<file path="config.mk">
export PLATFORM = sky130hd
export DESIGN_NAME = lmsd_cfg_regs
export DESIGN_NICKNAME = d
export VERILOG_FILES = /design/src/hw/rtl/lmsd_pkg.sv /design/src/hw/rtl/lmsd_cfg_regs.sv
export SDC_FILE = /design/constraint.sdc
export NUM_CORES = 1
export LEC_CHECK = 0
export ABC_CLOCK_PERIOD_IN_PS = 1690
export BUFFER_PORTS_ARGS = -buffer_cell sky130_fd_sc_hd__buf_2
export CELL_PAD_IN_SITES_DETAIL_PLACEMENT = 0
export CELL_PAD_IN_SITES_GLOBAL_PLACEMENT = 2
export CORE_ASPECT_RATIO = 1.75
export CORE_MARGIN = 3
export CORE_UTILIZATION = 30
export DETAILED_ROUTE_END_ITERATION = 8
export PLACE_DENSITY_LB_ADDON = 0.1
export RECOVER_POWER = 100
export SYNTH_ARGS = -nofsm -noshare
export SYNTH_HDL_FRONTEND = slang
export SYNTH_SLANG_ARGS = --single-unit
</file>
<file path="constraint.sdc">
create_clock -name i_clk -period 1.69 [get_ports i_clk]
set_clock_uncertainty 0.15 [all_clocks]
set_input_delay 0.338 -clock i_clk [delete_from_list [all_inputs] [get_ports i_clk]]
set_output_delay 0.338 -clock i_clk [all_outputs]
set_load 0.02 [all_outputs]
</file>
<file path="src/hw/rtl/lmsd_pkg.sv">
`timescale 1ns / 1ps
// lmsd_pkg: shared types, sizes and a helper function of the led matrix scan driver
// no dependencies

package lmsd_pkg;

    localparam int LED_COUNT    = 24;
    localparam int PIN_COUNT    = 30;
    localparam int BUTTON_COUNT = 128;

    localparam int MAP_LEDS     = 24;
    localparam int PHYS_PINS    = 30;
    localparam int BUTTONS_MAX  = 128;
    localparam int MAP_REGS     = 4;
    localparam int LEDS_PER_MAP = 6;
    localparam int ENTRY_W      = 9;
    localparam int MAP_W        = LEDS_PER_MAP * ENTRY_W;
    localparam int BTN_IDX_W    = 7;
    localparam int BTN_HALF_W   = 64;

    localparam int CFG_IDX_W    = 3;
    localparam int CFG_DATA_W   = MAP_W;

    localparam int CNT_W        = $clog2(PHYS_PINS + 1);
    localparam int ROW_IDX_W    = 5;
    localparam int LAST_W       = 6;
    localparam int POS_W        = 8;
    localparam int SIZE_W       = 2 * CNT_W;
    localparam int LP_W         = SIZE_W + 1;
    localparam int LED_IDX_W    = $clog2(MAP_LEDS);

    localparam logic [LAST_W-1:0] ROW_NONE = '1;

    typedef enum logic [CFG_IDX_W-1:0] {
        CFG_ROW_MASK,
        CFG_COLUMN_MASK,
        CFG_SINGLE_MASK,
        CFG_LED_MAP_A,
        CFG_LED_MAP_B,
        CFG_LED_MAP_C,
        CFG_LED_MAP_D
    } t_cfg_idx;

    typedef struct packed {
        logic [PHYS_PINS-1:0]           row_mask;
        logic [PHYS_PINS-1:0]           column_mask;
        logic [PHYS_PINS-1:0]           single_mask;
        logic [MAP_REGS-1:0][MAP_W-1:0] led_map;
    } t_cfg;

    typedef struct packed {
        logic [PHYS_PINS-1:0] pin_levels;
        logic [ROW_IDX_W-1:0] row_index;
        logic                 row_valid;
        logic [POS_W-1:0]     next_scan_pos;
        logic [LAST_W-1:0]    next_last_row;
    } t_scan_res;

    // led state at a scan position, off beyond the led count
    function automatic logic led_at(input logic [LP_W-1:0] p,
                                    input logic [MAP_LEDS-1:0] latch);
        logic r;
        r = 1'b0;
        if (p < LP_W'(LED_COUNT) && p < LP_W'(MAP_LEDS)) begin
            r = latch[p[LED_IDX_W-1:0]];
        end
        return r;
    endfunction

endpackage

</file>
<file path="src/hw/rtl/lmsd_cfg_regs.sv">
`timescale 1ns / 1ps
// lmsd_cfg_regs: configuration register file of the led matrix scan driver
// depends on lmsd_pkg

module lmsd_cfg_regs (
    input  logic                           i_clk,
    input  logic                           i_rst_n,
    input  logic                           i_cfg_valid,
    input  logic [lmsd_pkg::CFG_IDX_W-1:0]  i_cfg_index,
    input  logic [lmsd_pkg::CFG_DATA_W-1:0] i_cfg_data,
    output lmsd_pkg::t_cfg                 o_cfg
);
    import lmsd_pkg::*;

    t_cfg r_cfg;

    always_ff @(posedge i_clk) begin
        if (!i_rst_n) begin
            r_cfg <= '0;
        end else if (i_cfg_valid) begin
            case (i_cfg_index)
                CFG_ROW_MASK:    r_cfg.row_mask    <= i_cfg_data[PHYS_PINS-1:0];
                CFG_COLUMN_MASK: r_cfg.column_mask <= i_cfg_data[PHYS_PINS-1:0];
                CFG_SINGLE_MASK: r_cfg.single_mask <= i_cfg_data[PHYS_PINS-1:0];
                CFG_LED_MAP_A:   r_cfg.led_map[0]  <= i_cfg_data[MAP_W-1:0];
                CFG_LED_MAP_B:   r_cfg.led_map[1]  <= i_cfg_data[MAP_W-1:0];
                CFG_LED_MAP_C:   r_cfg.led_map[2]  <= i_cfg_data[MAP_W-1:0];
                CFG_LED_MAP_D:   r_cfg.led_map[3]  <= i_cfg_data[MAP_W-1:0];
                default: ;
            endcase
        end
    end

    assign o_cfg = r_cfg;

endmodule

</file>
==> impl_metrics.json <==
{
  "status": "complete, no violations",
  "reg2reg_to": "o_cfg[219]",
  "vdd_drop_max_mv": 0.682,
  "power.density_mw_per_mm2": 1060,
  "yosysWarnings": 0,
  "num_vias": 8604,
  "largest_reg_flops": 306,
  "drt-initial-drc-count": 228,
  "grt_pass1_wl_mm": 53.8,
  "io_buffers": 365,
  "cp_cell_sequence": "clkbuf_2",
  "ys_seq_area_share_pct": 55.3,
  "grt_pass1_vias": 8481,
  "fillers": 3690,
  "dp_cells": 1856,
  "hold_violations": 0,
  "criticalPathCategory": "reg -> out",
  "slowest_stage": "dfxtp_1",
  "whs_path_depth": 3,
  "drive_gt1_share_pct": 29.1,
  "start_util_pct": 30.6,
  "core-area_mm2": 0.0363,
  "clock_sinks": 306,
  "gp_congestion": 0.730,
  "syn_area_mm2": 0.0111,
  "crit_fanout": 2,
  "syn_nets": 1114,
  "final_common_cell": "nand2_1",
  "grt_overflow_total": 0,
  "die_area_mm2": 0.0394,
  "fp.dieH_um": 260,
  "dieWidth_um": 151,
  "n_antenna_cell": 0,
  "ys_types": 11,
  "crit_path_end_kind": "output pin",
  "hold_path_end": "o_cfg[114]",
  "drc": 0,
  "rows": 92,
  "finalCritPeriodShare_pct": 96.2,
  "nets": 1504,
  "drtAntennaViolNets": 0,
  "worstPathArrival_ns": 1.14,
  "cts-htree-levels": 1,
  "synthesis.area_per_instance_um2": 10.5,
  "io-pin-count": 366,
  "layout_common_cells": "nand2_1, mux2i_1, dfxtp_1",
  "ff2ff_path_depth": 2,
  "syn_inst": 1054,
  "critPathTopFamily": "flip-flops",
  "max_freq_mhz": 615,
  "rsz0062_at_grt": "false",
  "dr.pass1.iters": 4,
  "leakage_nw": 7.80,
  "antenna_found_initial": 0,
  "routed_wl_mm": 36.0,
  "slew_headroom_pct": 64.5,
  "grt_max_degree": 39,
  "max_stage_delay_ns": 0.39,
  "clockBufferDepth": 3,
  "finalCriticalPeriod_ns": 1.63,
  "hold_path_class": "in -> reg",
  "cts_buffers": 31,
  "finalMaxSlewViolations": 0,
  "cts-root-buf": "clkbuf_16",
  "post-cts-setup-buffers": 0,
  "clock_latency_ns": 0.55,
  "clk_pin_slew_ns": 0.06,
  "synthToLayoutAreaGrowth_pct": 34.7,
  "holdWs_ns": 0.0391,
  "drv_cap": 0,
  "dp_hpwl_mm": 25.6,
  "grt_util_all_layers_pct": 17.7,
  "ff2ff_setup_slack_ns": 0.89,
  "worst_pin_slew_ns": 0.532,
  "ys_ff_latch": 306,
  "hp-start": "i_cfg_data[6]",
  "cts_tree": "built",
  "cp.buffers_inverters": 1,
  "via_per_inst": 4.44,
  "critPathRequiredTime_ns": 1.20,
  "critPathLaunchType": "flip-flop",
  "avgRoutedWirePerCell_um": 18.6,
  "setup_viol": 0,
  "layout.cells.non_filler": 1937,
  "rr_startpoint": "o_cfg[219]"
}
final cells by class:
type	instances	area, µm²	area share [%]
repair buffers	432	2620	17.5
clock inverters	8	119	0.796
clock buffers	48	940	6.29
multi-input cells	673	4540	30.4
well taps	470	588	3.94
flip-flops and latches	306	6130	41.0
metal layers:
metal  up-vias  global-route usage (%)  part of all wire [%]
met5         -                       0                     0
met3        41                    4.33                   7.6
met1      4050                    20.8                    39
met4         0                    4.56                   2.0
met2       257                    31.8                    51
li1       4256                       -                     -
report_power, final:
| part | switching [W] | internal, W | leakage, nW |
|---|---|---|---|
| combinational | 0.000779 | 0.000449 | 4.80 |
| sequential | 0.0000829 | 0.00737 | 2.48 |
| clock | 0.00287 | 0.00426 | 0.525 |
synth_stat cells:
master / n / area share [%]
nand2_1: 360 / 12
dfxtp_1: 306 / 55
mux2i_1: 306 / 28
buf_4: 30 / 2.0
buf_2: 21 / 0.95
clkbuf_1: 21 / 0.71
buf_12: 3 / 0.54
nand4b_1: 3 / 0.24
nand4bb_1: 2 / 0.20
nor4b_2: 1 / 0.14
nor4bb_1: 1 / 0.090
cells by family (layout without fill, tap and decap cells):
family	Yosys count	in the layout	synth area share (%)
buf+inv	75	488	4.23
flops	306	306	55.3
mux	306	306	27.6
simple gates	367	367	12.9
worst max-delay path by stage:
stage                   startpoint         end  slack, ns  cells past startpoint
global placement    i_cfg_index[1]  o_cfg[117]      -0.02                      4
global route            o_cfg[103]  o_cfg[103]       0.01                      1
CTS                     o_cfg[219]  o_cfg[219]       0.02                      1
floorplan                  i_rst_n  o_cfg[123]       0.37                      5
detailed placement  i_cfg_index[1]  o_cfg[111]      -0.05                      4
finish                    o_cfg[3]    o_cfg[3]       0.06                      1
through the flow:
step	worst slack (ns)	instance area [µm²]	utilization (%)	power, W	TNS, ns
floorplan	0.366	11100	-	0.00830	0
global placement	-0.0186	13700	37.8	0.00884	-0.252
detailed placement	-0.0521	13700	37.8	0.00884	-0.942
CTS	0.0188	15000	41.4	0.0162	0
global route	0.0138	14900	41.2	0.0164	0
finish	0.0637	14900	41.2	0.0158	0
timing repair:
item / in CTS / in global routing
hold buffers: 25 / 0
endpoints found under the hold margin: 101 / 0
resized for setup: 0 / 2
endpoints found under the setup margin: 0 / 1
No activity file was read; power rests on OpenSTA's default activity.
